File: src/gdsp_pkg.sv
// ----------------------------------------------------------------------------
// gdsp_pkg: shared types and codes for the grid shortest-path core
// Word layouts, command/kind/status codes and the controller-datapath link.
// ----------------------------------------------------------------------------
package gdsp_pkg;

  localparam int MAX_ROWS_DEF = 64;
  localparam int MAX_COLS_DEF = 64;

  // configuration port
  localparam int CFG_W     = 7;
  localparam int CFG_IDX_W = 1;
  localparam logic [CFG_IDX_W-1:0] REG_NUM_ROWS = 1'd0;
  localparam logic [CFG_IDX_W-1:0] REG_NUM_COLS = 1'd1;

  // item commands
  localparam logic [1:0] CMD_LOAD  = 2'd0;
  localparam logic [1:0] CMD_RUN   = 2'd1;
  localparam logic [1:0] CMD_QUERY = 2'd2;
  localparam logic [1:0] CMD_NONE  = 2'd3;

  // cell kinds
  localparam logic [1:0] KIND_ONE     = 2'd0;
  localparam logic [1:0] KIND_TWO     = 2'd1;
  localparam logic [1:0] KIND_BLOCKED = 2'd2;

  // result status
  localparam logic [1:0] ST_OK     = 2'd0;
  localparam logic [1:0] ST_RANGE  = 2'd1;
  localparam logic [1:0] ST_NO_RUN = 2'd2;

  localparam int          DIST_OUT_W = 14;
  localparam logic [13:0] DIST_SAT   = 14'h3FFF;
  localparam logic [2:0]  PRED_NONE  = 3'd0;

  typedef struct packed {
    logic [1:0] cmd;
    logic [5:0] row;
    logic [5:0] col;
    logic [1:0] cell_kind;
  } item_t;

  typedef struct packed {
    logic [1:0]            status;
    logic                  reachable;
    logic [DIST_OUT_W-1:0] distance;
    logic [2:0]            pred_dir;
  } result_t;

  // datapath operations
  localparam int OP_W = 5;
  localparam logic [OP_W-1:0] OP_IDLE      = 5'd0;
  localparam logic [OP_W-1:0] OP_RES_ZERO  = 5'd1;
  localparam logic [OP_W-1:0] OP_RES_ST1   = 5'd2;
  localparam logic [OP_W-1:0] OP_RES_ST2   = 5'd3;
  localparam logic [OP_W-1:0] OP_LOAD      = 5'd4;
  localparam logic [OP_W-1:0] OP_KCLR      = 5'd5;
  localparam logic [OP_W-1:0] OP_RCLR      = 5'd6;
  localparam logic [OP_W-1:0] OP_START_RD  = 5'd7;
  localparam logic [OP_W-1:0] OP_START_SET = 5'd8;
  localparam logic [OP_W-1:0] OP_POP_RD    = 5'd9;
  localparam logic [OP_W-1:0] OP_POP_TOP   = 5'd10;
  localparam logic [OP_W-1:0] OP_POP_LAST  = 5'd11;
  localparam logic [OP_W-1:0] OP_SD_RDL    = 5'd12;
  localparam logic [OP_W-1:0] OP_SD_RDR    = 5'd13;
  localparam logic [OP_W-1:0] OP_SD_STEP   = 5'd14;
  localparam logic [OP_W-1:0] OP_HEAP_FIN  = 5'd15;
  localparam logic [OP_W-1:0] OP_NB_RD     = 5'd16;
  localparam logic [OP_W-1:0] OP_NB_UPD    = 5'd17;
  localparam logic [OP_W-1:0] OP_SU_RD     = 5'd18;
  localparam logic [OP_W-1:0] OP_SU_STEP   = 5'd19;
  localparam logic [OP_W-1:0] OP_DIR_NEXT  = 5'd20;
  localparam logic [OP_W-1:0] OP_Q_RD      = 5'd21;
  localparam logic [OP_W-1:0] OP_Q_CAP     = 5'd22;
  localparam logic [OP_W-1:0] OP_QN_CMP    = 5'd23;
  localparam logic [OP_W-1:0] OP_OUT       = 5'd24;

  typedef struct packed {
    logic [OP_W-1:0] op;
    logic            take;   // input word accepted this cycle
  } dp_cmd_t;

  typedef struct packed {
    logic [1:0] cmd;
    logic       range_ok;
    logic       search_done;
    logic       clr_last;
    logic       blocked;
    logic       heap_empty;
    logic       heap_one;
    logic       sd_no_l;
    logic       sd_move;
    logic       nb_valid;
    logic       nb_push;
    logic       su_root;
    logic       su_move;
    logic       dir_last;
    logic       q_hit_end;
    logic       qn_match;
    logic       out_busy;
  } dp_status_t;

endpackage

File: src/gdsp_ctrl.sv
// ----------------------------------------------------------------------------
// gdsp_ctrl: sequencer for the grid shortest-path core
// Steps load, run (clear, heap pop, sift, neighbour relax) and query.
// ----------------------------------------------------------------------------
module gdsp_ctrl (
  input  logic                 clk,
  input  logic                 rst,
  input  logic                 item_valid,
  output logic                 item_stall,
  input  gdsp_pkg::dp_status_t st,
  output gdsp_pkg::dp_cmd_t    ctl
);

  localparam logic [4:0] S_KCLR      = 5'd0;
  localparam logic [4:0] S_IDLE      = 5'd1;
  localparam logic [4:0] S_DISP      = 5'd2;
  localparam logic [4:0] S_RCLR      = 5'd3;
  localparam logic [4:0] S_START_RD  = 5'd4;
  localparam logic [4:0] S_START_SET = 5'd5;
  localparam logic [4:0] S_POP_RD    = 5'd6;
  localparam logic [4:0] S_POP_TOP   = 5'd7;
  localparam logic [4:0] S_POP_LAST  = 5'd8;
  localparam logic [4:0] S_SD_RDL    = 5'd9;
  localparam logic [4:0] S_SD_RDR    = 5'd10;
  localparam logic [4:0] S_SD_STEP   = 5'd11;
  localparam logic [4:0] S_SD_FIN    = 5'd12;
  localparam logic [4:0] S_NB_RD     = 5'd13;
  localparam logic [4:0] S_NB_UPD    = 5'd14;
  localparam logic [4:0] S_SU_RD     = 5'd15;
  localparam logic [4:0] S_SU_STEP   = 5'd16;
  localparam logic [4:0] S_SU_FIN    = 5'd17;
  localparam logic [4:0] S_NB_NEXT   = 5'd18;
  localparam logic [4:0] S_Q_CAP     = 5'd19;
  localparam logic [4:0] S_QN_RD     = 5'd20;
  localparam logic [4:0] S_QN_CMP    = 5'd21;
  localparam logic [4:0] S_QN_NEXT   = 5'd22;
  localparam logic [4:0] S_OUT       = 5'd23;

  logic [4:0] state, state_next;

  always_ff @(posedge clk) begin
    if (rst) begin
      state <= S_KCLR;
    end else begin
      state <= state_next;
    end
  end

  assign item_stall = (state != S_IDLE);

  always_comb begin
    state_next = state;
    ctl.op     = gdsp_pkg::OP_IDLE;
    ctl.take   = 1'b0;
    unique case (state)
      S_KCLR: begin
        ctl.op = gdsp_pkg::OP_KCLR;
        if (st.clr_last) state_next = S_IDLE;
      end
      S_IDLE: begin
        ctl.take = item_valid;
        if (item_valid) state_next = S_DISP;
      end
      S_DISP: begin
        priority if (st.cmd == gdsp_pkg::CMD_NONE) begin
          ctl.op = gdsp_pkg::OP_RES_ZERO;
          state_next = S_OUT;
        end else if (!st.range_ok) begin
          ctl.op = gdsp_pkg::OP_RES_ST1;
          state_next = S_OUT;
        end else if (st.cmd == gdsp_pkg::CMD_LOAD) begin
          ctl.op = gdsp_pkg::OP_LOAD;
          state_next = S_OUT;
        end else if (st.cmd == gdsp_pkg::CMD_RUN) begin
          ctl.op = gdsp_pkg::OP_RES_ZERO;
          state_next = S_RCLR;
        end else if (!st.search_done) begin
          ctl.op = gdsp_pkg::OP_RES_ST2;
          state_next = S_OUT;
        end else begin
          ctl.op = gdsp_pkg::OP_Q_RD;
          state_next = S_Q_CAP;
        end
      end
      S_RCLR: begin
        ctl.op = gdsp_pkg::OP_RCLR;
        if (st.clr_last) state_next = S_START_RD;
      end
      S_START_RD: begin
        ctl.op = gdsp_pkg::OP_START_RD;
        state_next = S_START_SET;
      end
      S_START_SET: begin
        ctl.op = gdsp_pkg::OP_START_SET;
        state_next = st.blocked ? S_OUT : S_POP_RD;
      end
      S_POP_RD: begin
        ctl.op = gdsp_pkg::OP_POP_RD;
        state_next = st.heap_empty ? S_OUT : S_POP_TOP;
      end
      S_POP_TOP: begin
        ctl.op = gdsp_pkg::OP_POP_TOP;
        state_next = st.heap_one ? S_NB_RD : S_POP_LAST;
      end
      S_POP_LAST: begin
        ctl.op = gdsp_pkg::OP_POP_LAST;
        state_next = S_SD_RDL;
      end
      S_SD_RDL: begin
        ctl.op = gdsp_pkg::OP_SD_RDL;
        state_next = st.sd_no_l ? S_SD_FIN : S_SD_RDR;
      end
      S_SD_RDR: begin
        ctl.op = gdsp_pkg::OP_SD_RDR;
        state_next = S_SD_STEP;
      end
      S_SD_STEP: begin
        ctl.op = gdsp_pkg::OP_SD_STEP;
        state_next = st.sd_move ? S_SD_RDL : S_SD_FIN;
      end
      S_SD_FIN: begin
        ctl.op = gdsp_pkg::OP_HEAP_FIN;
        state_next = S_NB_RD;
      end
      S_NB_RD: begin
        ctl.op = gdsp_pkg::OP_NB_RD;
        state_next = st.nb_valid ? S_NB_UPD : S_NB_NEXT;
      end
      S_NB_UPD: begin
        ctl.op = gdsp_pkg::OP_NB_UPD;
        state_next = st.nb_push ? S_SU_RD : S_NB_NEXT;
      end
      S_SU_RD: begin
        ctl.op = gdsp_pkg::OP_SU_RD;
        state_next = st.su_root ? S_SU_FIN : S_SU_STEP;
      end
      S_SU_STEP: begin
        ctl.op = gdsp_pkg::OP_SU_STEP;
        state_next = st.su_move ? S_SU_RD : S_SU_FIN;
      end
      S_SU_FIN: begin
        ctl.op = gdsp_pkg::OP_HEAP_FIN;
        state_next = S_NB_NEXT;
      end
      S_NB_NEXT: begin
        ctl.op = gdsp_pkg::OP_DIR_NEXT;
        state_next = st.dir_last ? S_POP_RD : S_NB_RD;
      end
      S_Q_CAP: begin
        ctl.op = gdsp_pkg::OP_Q_CAP;
        state_next = st.q_hit_end ? S_OUT : S_QN_RD;
      end
      S_QN_RD: begin
        ctl.op = gdsp_pkg::OP_NB_RD;
        state_next = st.nb_valid ? S_QN_CMP : S_QN_NEXT;
      end
      S_QN_CMP: begin
        ctl.op = gdsp_pkg::OP_QN_CMP;
        state_next = st.qn_match ? S_OUT : S_QN_NEXT;
      end
      S_QN_NEXT: begin
        ctl.op = gdsp_pkg::OP_DIR_NEXT;
        state_next = st.dir_last ? S_OUT : S_QN_RD;
      end
      S_OUT: begin
        ctl.op = gdsp_pkg::OP_OUT;
        if (!st.out_busy) state_next = S_IDLE;
      end
      default: begin
        state_next = S_IDLE;
      end
    endcase
  end

endmodule

File: config.mk
export PLATFORM = sky130hd
export DESIGN_NAME = gdsp_ctrl
export DESIGN_NICKNAME = d
export VERILOG_FILES = /design/src/gdsp_pkg.sv /design/src/gdsp_ctrl.sv
export SDC_FILE = /design/constraint.sdc
export NUM_CORES = 1
export LEC_CHECK = 0
export BUFFER_PORTS_ARGS = -buffer_cell sky130_fd_sc_hd__buf_2
export CAP_MARGIN = 20
export CORE_MARGIN = 5
export CORE_UTILIZATION = 35
export DETAILED_ROUTE_END_ITERATION = 16
export PLACE_DENSITY = 0.55
export SKIP_LAST_GASP = 1
export SLEW_MARGIN = 10
export SYNTH_ARGS = -nofsm -noshare
export SYNTH_HDL_FRONTEND = slang
export SYNTH_SLANG_ARGS = --single-unit
File: constraint.sdc
create_clock -name clk -period 1.6 [get_ports clk]
set_input_delay 0.16 -clock clk [delete_from_list [all_inputs] [get_ports clk]]
set_output_delay 0.16 -clock clk [all_outputs]
set_load 0.01 [all_outputs]
After elaboration in Yosys (flattened, before gate mapping)
Cells that the tools add are included.
Word-level totals
  register bits after elaboration: 5
  output and inout port bits: 7
  logic and storage cells: 68
Cells by class
  equality and inequality tests: 30
  muxes and demuxes: 31
  reduce and logical (&&, ||, !) cells: 6
Operator list (count)
  $pmux W5 S24: 1
  $pmux W5 S20: 1
  $mux W5: 18
  $eq A5 B4 Y1 const B: 8
  $eq A5 B5 Y1 const B: 8
  $eq A5 B3 Y1 const B: 4
  $mux W3: 4
  $eq A5 B2 Y1 const B: 2
  $ne A2 B2 Y1 const B: 4
  $mux W2: 3
  $reduce_or A2 Y1: 3
  $eq A5 B1 Y1 const B: 1
  $logic_not A5 Y1: 1
  $ne A5 B1 Y1 const B: 1
  $mux W4: 1
  $reduce_and A4 Y1: 1
  $mux W1: 3
  $eq A2 B1 Y1 const B: 1
  $eq A2 B2 Y1 const B: 1
  $logic_not A2 Y1: 1

Logic depth before layout (Yosys ltp)
Gate-level depths: netlist of run 1.
  depth after elaboration: 6
  mapped depth: 7

Worst setup path after synthesis of run 1
OpenSTA, ideal clock, no wires.
  path kind: reg2out
  start: reg state[3]
  end: out ctl[2] in the netlist's numbering
  arrival time: 1.284 ns
  required time: 1.440 ns
  path slack: 0.156 ns
  stages on the path, launching flop included: 7
  path buffers: 3
  cell sequence: dfxtp_1 > buf_2 > buf_6 > buf_4 > o21ai_0 > o21ai_0 > o21ai_0
RTL lines
  from (decl): RTL line gdsp_ctrl.sv:39  | logic [4:0] state, state_next;
  from (signal assigned): RTL line gdsp_ctrl.sv:45  | state <= state_next;
  to (decl): RTL line gdsp_ctrl.sv:11  | output gdsp_pkg::dp_cmd_t ctl

Worst setup path after layout of run 1
  start: reg state[3]
  end: reg state[2]
On the way
  longest elaborated chain between the ends: 3
  elaborated cells between the ends (all ways): 30
  classes of those cells: eq/ne (27); mux (1); reduce/logical (2)
RTL lines
  $eq A5 B2 Y1, or another cell as far along: RTL line gdsp_ctrl.sv:55  | unique case (state)
  $ne A2 B2 Y1 (no source line)
  $reduce_and A4 Y1 (no source line)
Parallel ways exist; a longest one is shown, timed or not.
A chain may end at the register's enable or synchronous reset.

==> results.sh, run 1 <==
export IMPL_grt_overflow=0
export IMPL_reg2regPathDepth=7
export IMPL_start_kind="flip-flop"
export IMPL_regMostFlops="state"
export IMPL_fp_dieArea_um2=4173
export IMPL_drive_gt1_share_pct=48.04
export IMPL_cp_arrival_ns=1.83
export IMPL_fin_ws_ns=-0.08568
export IMPL_synth_edf_count=0
export IMPL_relSlewSlack_pct=70.77
export IMPL_hold_class="in2reg"
export IMPL_worstMarginPinSlew_ns=0.4347
export IMPL_fmax_mhz=593.2
export IMPL_cp_max_fo=10
export IMPL_synth_top_area_share_pct=9.592
export IMPL_synth_area_leaders="dfxtp_1, o21ai_0, a21oi_1"
export IMPL_stdcell_area_um2=1662
export IMPL_ys_top_cells_by_count="o21ai_0, a21oi_1, nand2_1"
export IMPL_cts_sink_count=5
export IMPL_diodes=0
export IMPL_synth_warnings=0
export IMPL_viasPerCell=6.387
export IMPL_synthMostInstantiatedCell="o21ai_0"
export IMPL_htree_levels=1
export IMPL_vias=1501
export IMPL_r2r_end="state[2]"
export IMPL_report_power_total_mw=3.425
export IMPL_hold_depth=2
export IMPL_netlist_area_um2=1044
export IMPL_dp_hpwl_mm=2.712
export IMPL_ios=28
export IMPL_initial_utilization_pct=37.20
export IMPL_finalSetupViolCount=1
export IMPL_antenna_found_initial=0
export IMPL_rsz0062_at_grt="yes"
export IMPL_dp_cells=221
export IMPL_rows=19
export IMPL_numCtsBuffers=3
export IMPL_tritoncts="built"
export IMPL_fin_crit_sh_pct=105.4
export IMPL_hold_viol=0
export IMPL_grt_use_total_pct=18.79
export IMPL_cts_root_buf="clkbuf_4"
export IMPL_drv_slew=0
export IMPL_reg_top3="state: 5 flops"
export IMPL_power_density_nw_per_um2=2061
export IMPL_min_period_ns=1.686
export IMPL_hold_buffers=0
export IMPL_drt_wl_total_mm=4.459
export IMPL_gp_congestion=0.9256
export IMPL_worst_setup_path_type="reg2reg"
export IMPL_die_h_um=64.60
export IMPL_first_global_vias=1354
export IMPL_final_instance_count_excl_fill=235
export IMPL_synthesis_nets=178
export IMPL_leakagePower_nw=0.6692
export IMPL_yosysTopAreaCell="dfxtp_1"
export IMPL_largest_register_ffs=5
export IMPL_required_ns=1.74
export IMPL_drcViolationCount=0
export IMPL_seq_area_frac_synth_pct=9.592
export IMPL_cts_buffer_depth=2
export IMPL_hold_end="state[0]"
export IMPL_skew_ns=0.008450
export IMPL_routedWlPerCell_um=18.97
export IMPL_violations="setup timing"
export IMPL_placement_io_buffers=27
export IMPL_final_net_count=226
export IMPL_firstDrtPassIters=5
export IMPL_syn2layout_area_growth_pct=59.23
export IMPL_grt_pass1_wl_mm=6.313
export IMPL_ff2ff_setup_slack_ns=-0.09
export IMPL_hold_slack_ns=0.1463
export IMPL_finalSetupTns_ns=-0.08568
export IMPL_min_from="rst"
export IMPL_end_kind="flip-flop"
export IMPL_core_area_um2=2805
export IMPL_rr_startpoint="state[3]"
export IMPL_synthCells=157
export IMPL_status="finished with violations"
export IMPL_synth_area_per_cell_um2=6.647
export IMPL_drt_iter0_markers=186
export IMPL_place_area_um2=1300
export IMPL_max_cap_violations=0
export IMPL_yosys_cell_types_count=51
export IMPL_clk_pin_slew_ns=0.05
export IMPL_ys_ff_latch=5
export IMPL_clk_latency_ns=0.26
export IMPL_synthArstFlopShare_pct=0
export IMPL_grt_max_degree=18
export IMPL_die_x_um=64.60
export IMPL_final_antenna_net_count=0
export IMPL_synth_flop_cell="dfxtp_1"
export IMPL_vdd_ir_drop_max_uv=1059
==> cells in the final DEF (no fill, tap or decap), types with 5 or more instances in the layout <==
| cell type | Yosys | routed |
|---|---|---|
| nand3b_1 | 5 | 5 |
| buf_2 | 8 | 27 |
| nand2_1 | 16 | 16 |
| nand2b_1 | 5 | 5 |
| o21ai_1 | 0 | 9 |
| buf_4 | 3 | 21 |
| o21ai_0 | 20 | 11 |
| a21oi_1 | 16 | 12 |
| nor2_1 | 13 | 11 |
==> report_power, final <==
group | switching, mW | internal, mW | leakage, nW | total, mW
clock network | 0.0656 | 0.0952 | 0.0150 | 0.161
logic | 1.51 | 1.45 | 0.610 | 2.96
registers | 0.102 | 0.203 | 0.0439 | 0.304
total | 1.68 | 1.74 | 0.669 | 3.43
==> timing repair <==
item / CTS / global route
gates cloned: 2 / 0
setup endpoints to repair: 7 / 11
gates resized for setup: 20 / 41
pin swaps: 7 / 15
setup buffers: 5 / 5
==> worst max-delay path, cell delays in order (launching register included) <==
cell       delay (ns)
dfxtp_2          0.33
buf_4            0.13
bufbuf_16        0.27
nand3b_1         0.10
o21ai_0          0.09
o21ai_1          0.23
nand4_1          0.14
o31a_1           0.29
==> how the worst max path moves through the flow <==
stage / startpoint / endpoint / depth (start not counted)
after CTS: state[2] / ctl[5] / 5
final: state[3] / state[2] / 7
after floorplan: state[3] / ctl[2] / 6
after global placement: state[4] / state[0] / 5
after global routing: state[3] / state[2] / 7
after detailed placement: state[4] / state[0] / 6
==> stage by stage <==
| stage | util (%) | worst slack (ns) |
|---|---|---|
| after floorplan | - | 0.1564 |
| after global placement | 46.34 | 0.01625 |
| after detailed placement | 46.34 | 0.02811 |
| after CTS | 52.14 | -0.02183 |
| after global routing | 59.23 | -0.1028 |
| final | 59.23 | -0.08568 |
==> metal layers <==
layer	vias up	part of all wire (%)	GRT usage (%)
met2	112	47	29.64
li1	689	-	-
met1	687	39	24.71
met3	13	11	5.872
met5	-	0	0
met4	0	2.8	5.277
==> area by class of cell <==
type	instances	area [µm²]
fill	231	1144
multi-input combinational	131	974.7
sequential	5	113.9
clock buffer	4	26.28
inverter	6	26.28
tap	31	38.79
timing repair buffer	58	481.7
==> logic make-up after synthesis <==
kind of cell	after synthesis	share of synthesized area [%]
DFF	5	9.593
and+or+nand+nor	63	34.65
muxes	3	2.998
buffers and inverters	21	11.75
AOI/OAI and AO/OA	65	41.01
Note: power is estimated with default switching activity, not from simulation.
==> run 2: changes to the inputs <==
- RECOVER_POWER: unset -> 100
==> run 2 against run 1 <==
The flow still finishes with violations (setup timing). Wire length increased by 0.72%. Clock power about the same. Clock skew about the same. First-iteration DRC count shrank 2.7%. Core utilization is 0.13 points lower. Via count is 0.53% lower. Combinational power about the same. Highest routed layer unchanged.
==> results.sh, run 2 (synthesized netlist as in run 1, its figures left out) <==
export IMPL_status="finished with violations"
export IMPL_violations="setup timing"
export IMPL_worstMarginPinSlew_ns=0.4357
export IMPL_htree_levels=1
export IMPL_tritoncts="built"
export IMPL_largest_register_ffs=5
export IMPL_initial_utilization_pct=37.20
export IMPL_power_density_nw_per_um2=2057
export IMPL_min_from="rst"
export IMPL_use_met3_pct=5.872
export IMPL_placement_io_buffers=27
export IMPL_reg2regPathDepth=7
export IMPL_first_global_vias=1354
export IMPL_r2r_end="state[2]"
export IMPL_hold_depth=2
export IMPL_antenna_found_initial=0
export IMPL_gp_congestion=0.9256
export IMPL_skew_ns=0.008499
export IMPL_grt_pass1_wl_mm=6.313
export IMPL_vdd_ir_drop_max_uv=1057
export IMPL_final_antenna_net_count=0
export IMPL_report_power_total_mw=3.410
export IMPL_grt_max_degree=18
export IMPL_drive_gt1_share_pct=47.55
export IMPL_cp_max_fo=10
export IMPL_drv_slew=0
export IMPL_syn2layout_area_growth_pct=58.87
export IMPL_hold_slack_ns=0.1456
export IMPL_cts_root_buf="clkbuf_4"
export IMPL_gr_usage_met1_pct=24.71
export IMPL_rsz0062_at_grt="yes"
export IMPL_worst_setup_path_type="reg2reg"
export IMPL_rr_startpoint="state[3]"
export IMPL_grt_overflow=0
export IMPL_numCtsBuffers=3
export IMPL_diodes=0
export IMPL_viasPerCell=6.353
export IMPL_relSlewSlack_pct=70.71
export IMPL_vias=1493
export IMPL_hold_viol=0
export IMPL_fmax_mhz=590.8
export IMPL_use_met2_pct=29.64
export IMPL_die_h_um=64.60
export IMPL_fin_crit_sh_pct=105.8
export IMPL_hold_buffers=0
export IMPL_leakagePower_nw=0.6659
export IMPL_fin_ws_ns=-0.09255
export IMPL_min_period_ns=1.693
export IMPL_routedWlPerCell_um=19.11
export IMPL_reg_top3="state: 5 flops"
export IMPL_clk_latency_ns=0.26
export IMPL_finalSetupTns_ns=-0.09255
export IMPL_regMostFlops="state"
export IMPL_hold_class="in2reg"
export IMPL_grt_use_total_pct=18.79
export IMPL_max_cap_violations=0
export IMPL_core_area_um2=2805
export IMPL_cts_buffer_depth=2
export IMPL_dp_hpwl_mm=2.712
export IMPL_end_kind="flip-flop"
export IMPL_utilization_pct=59.10
export IMPL_rows=19
export IMPL_die_x_um=64.60
export IMPL_required_ns=1.74
export IMPL_drcViolationCount=0
export IMPL_ff2ff_setup_slack_ns=-0.09
export IMPL_place_ws_ns=0.02811
export IMPL_final_common_cell="buf_2"
export IMPL_fp_dieArea_um2=4173
export IMPL_clk_pin_slew_ns=0.05
export IMPL_start_kind="flip-flop"
export IMPL_ios=28
export IMPL_busiest_layer="met2"
export IMPL_final_net_count=226
export IMPL_cts_sink_count=5
export IMPL_cp_arrival_ns=1.83
export IMPL_finalSetupViolCount=1
export IMPL_firstDrtPassIters=4
export IMPL_final_cell_mix="buf_2, buf_4, nand2_1"
export IMPL_hold_end="state[0]"
export IMPL_drt_wl_total_mm=4.491
export IMPL_drt_iter0_markers=181
==> run 2: changes by cell type in the layout (fill, tap and decap cells not counted) <==
cell,change
clkbuf_1,+1
buf_4,-1
==> run 2: cell type report <==
type                            instances  area [µm²]
Timing Repair Buffer                   58       478.0
Tap cell                               31       38.79
Multi-Input combinational cell        131       974.7
Sequential cell                         5       113.9
Inverter                                6       26.28
Clock buffer                            4       26.28
Fill cell                             233        1147
==> run 2: stage by stage <==
step / cell area (µm²) / cells
2_1_floorplan: 1044 / 157
3_3_place_gp: 1300 / 221
3_5_place_dp: 1300 / 221
4_1_cts: 1463 / 231
5_1_grt: 1658 / 235
6_report: 1658 / 235
==> run 2: how the worst max path moves through the flow <==
stage	end	cells after the start	from
6_report	state[2]	7	state[3]
5_1_grt	state[2]	7	state[3]
4_1_cts	ctl[5]	5	state[2]
3_5_place_dp	state[0]	6	state[4]
3_3_place_gp	state[0]	5	state[4]
2_1_floorplan	ctl[2]	6	state[3]
==> run 2: power by group <==
part | internal, mW | switching, mW | leakage, nW | total, mW
Combinational | 1.43 | 1.52 | 0.607 | 2.95
Sequential | 0.203 | 0.101 | 0.0439 | 0.303
Clock | 0.0952 | 0.0655 | 0.0150 | 0.161
==> run 2: repair_timing <==
action / CTS / global route
buffers inserted: 5 / 5
hold endpoints to repair: 0 / 0
cloned: 2 / 0
gates resized for setup: 20 / 41
pin swaps: 7 / 15
setup endpoints to repair: 7 / 11
==> run 2: layer usage <==
metal / up-vias / routed length [µm]
li1: 688 / -
met3: 11 / 504
met1: 691 / 1754
met4: 0 / 110
met2: 103 / 2121
met5: - / 0
==> run 2: critical path: stages (launching register included) <==
cell and delay [ns]:
dfxtp_2 0.33, buf_4 0.13, bufbuf_16 0.27, nand3b_1 0.10, o21ai_0 0.09, o21ai_1 0.23
nand4_1 0.14, o31a_1 0.29
==> run 3: changes to the inputs <==
--- a/config.mk
+++ b/config.mk
@@ -9,2 +9,3 @@
 export CAP_MARGIN = 20
+export CORE_ASPECT_RATIO = 1.2
 export CORE_MARGIN = 5
--- a/constraint.sdc
+++ b/constraint.sdc
@@ -3,2 +3,2 @@
 set_output_delay 0.16 -clock clk [all_outputs]
-set_load 0.01 [all_outputs]
+set_load 0.02 [all_outputs]
==> run 3 against run 2 <==
The run still ends with setup timing left. Combinational power about the same. Non-clock buffer count rose by 7. Sequential share of layout area increased by 0.28 points. Worst setup slack better by 0.051 ns. Clock skew shrank 0.0069 ns. Global-route usage is 1.8 points higher. Sequential power is 4% lower. Critical endpoint is now ctl[4]. Highest routed layer unchanged.
==> results.sh, run 3 (synthesized netlist as in run 1, its figures left out) <==
export IMPL_status="finished with violations"
export IMPL_violations="setup timing"
export IMPL_grt_overflow=0
export IMPL_worst_setup_path_type="reg2out"
export IMPL_drcViolationCount=0
export IMPL_fp_dieArea_um2=4178
export IMPL_clk_latency_ns=0.25
export IMPL_firstDrtPassIters=5
export IMPL_tritoncts="built"
export IMPL_final_net_count=233
export IMPL_grt_use_total_pct=20.61
export IMPL_grt_pass1_wl_mm=6.824
export IMPL_fillers=270
export IMPL_drive_gt1_share_pct=45.02
export IMPL_clk_pin_slew_ns=0.05
export IMPL_finalSetupViolCount=5
export IMPL_placement_io_buffers=27
export IMPL_hold_class="in2reg"
export IMPL_leakagePower_nw=0.6668
export IMPL_first_global_vias=1388
export IMPL_report_power_total_mw=3.360
export IMPL_power_density_nw_per_um2=2064
export IMPL_relSlewSlack_pct=79.42
export IMPL_cp_arrival_ns=1.48
export IMPL_regMostFlops="state"
export IMPL_die_x_um=59.85
export IMPL_fin_crit_sh_pct=102.6
export IMPL_rsz0062_at_grt="yes"
export IMPL_rows=21
export IMPL_dp_cells=225
export IMPL_dp_hpwl_mm=2.940
export IMPL_final_instance_count_excl_fill=245
export IMPL_cts_sink_count=5
export IMPL_die_h_um=69.82
export IMPL_viasPerCell=6.135
export IMPL_cts_root_buf="clkbuf_4"
export IMPL_vdd_ir_drop_max_uv=1451
export IMPL_drt_iter0_markers=166
export IMPL_reg_top3="state: 5 flops"
export IMPL_final_antenna_net_count=0
export IMPL_grt_max_degree=24
export IMPL_diodes=0
export IMPL_cts_buffer_depth=2
export IMPL_ios=28
export IMPL_required_ns=1.44
export IMPL_hold_viol=0
export IMPL_min_period_ns=1.641
export IMPL_final_common_cell="buf_4"
export IMPL_skew_ns=0.001603
export IMPL_htree_levels=1
export IMPL_gp_congestion=0.9151
export IMPL_drv_slew=0
export IMPL_fmax_mhz=609.3
export IMPL_cp_max_fo=6
export IMPL_start_kind="flip-flop"
export IMPL_final_cell_mix="buf_4, buf_2, nand2_1, a21oi_1, o21ai_0"
export IMPL_core_area_um2=2838
export IMPL_finalSetupTns_ns=-0.08823
export IMPL_numCtsBuffers=3
export IMPL_antenna_found_initial=0
export IMPL_drt_wl_total_mm=4.210
export IMPL_max_cap_violations=0
export IMPL_end_kind="primary output"
export IMPL_syn2layout_area_growth_pct=56.00
export IMPL_utilization_pct=57.36
export IMPL_vias=1503
export IMPL_initial_utilization_pct=36.77
export IMPL_largest_register_ffs=5
export IMPL_fin_ws_ns=-0.04123
export IMPL_worstMarginPinSlew_ns=0.3059
export IMPL_routedWlPerCell_um=17.18
-- run 3: worst paths after layout --
path / slack [ns] / startpoint / end / cells past startpoint
max: -0.04 / state[4] / ctl[4] / 7
min reg2reg: 0.76 / state[0] / state[3] / 3
min: 0.15 / rst / state[3] / 2
max reg2reg: -0.02 / state[4] / state[0] / 7
-- run 3: layer usage --
layer	vias to the layer above	global-route usage (%)	share of wire (%)
li1	710	-	-
met1	688	26.78	40
met2	89	33.41	49
met3	16	4.283	8.1
met4	0	5.665	2.9
met5	-	0	0
-- run 3: report_power, final --
group	leakage, nW	switching (mW)	internal, mW
Clock	0.0150	0.0597	0.0948
Combinational	0.608	1.45	1.46
Sequential	0.0442	0.0857	0.204
Total	0.667	1.60	1.76
-- run 3: worst max-delay path, cell delays in order (launching register included) --
cell,delay (ns)
dfxtp_4,0.38
buf_12,0.13
clkinvlp_4,0.11
o21ai_2,0.12
o21ai_1,0.08
a22oi_1,0.15
o22ai_1,0.10
buf_4,0.16
-- run 3: stage by stage --
| step | hold WS, ns | cell area [µm²] | setup slack (ns) |
|---|---|---|---|
| 2_1_floorplan | 0.2291 | 1044 | 0.06082 |
| 3_3_place_gp | 0.4157 | 1324 | -0.001613 |
| 3_5_place_dp | 0.4102 | 1324 | 0.01134 |
| 4_1_cts | 0.1440 | 1529 | -0.04078 |
| 5_1_grt | 0.1556 | 1628 | -0.1395 |
| 6_report | 0.1473 | 1628 | -0.04123 |
-- run 3: cell type report --
type                       count  area, µm²  share of cell area (%)
inverter                       6      33.78                   2.075
tap                           34      42.54                   2.613
clock buffer                   4      26.28                   1.614
timing repair buffer          65      528.0                   32.44
multi-input combinational    131      880.8                   54.11
sequential                     5      116.4                   7.148
-- run 3: repair_timing --
item / in CTS / in global routing
pin swaps: 4 / 7
hold buffers: 0 / 0
gates resized for setup: 21 / 19
endpoints found under the setup margin: 7 / 9
cloned: 2 / 0
setup buffers: 9 / 5
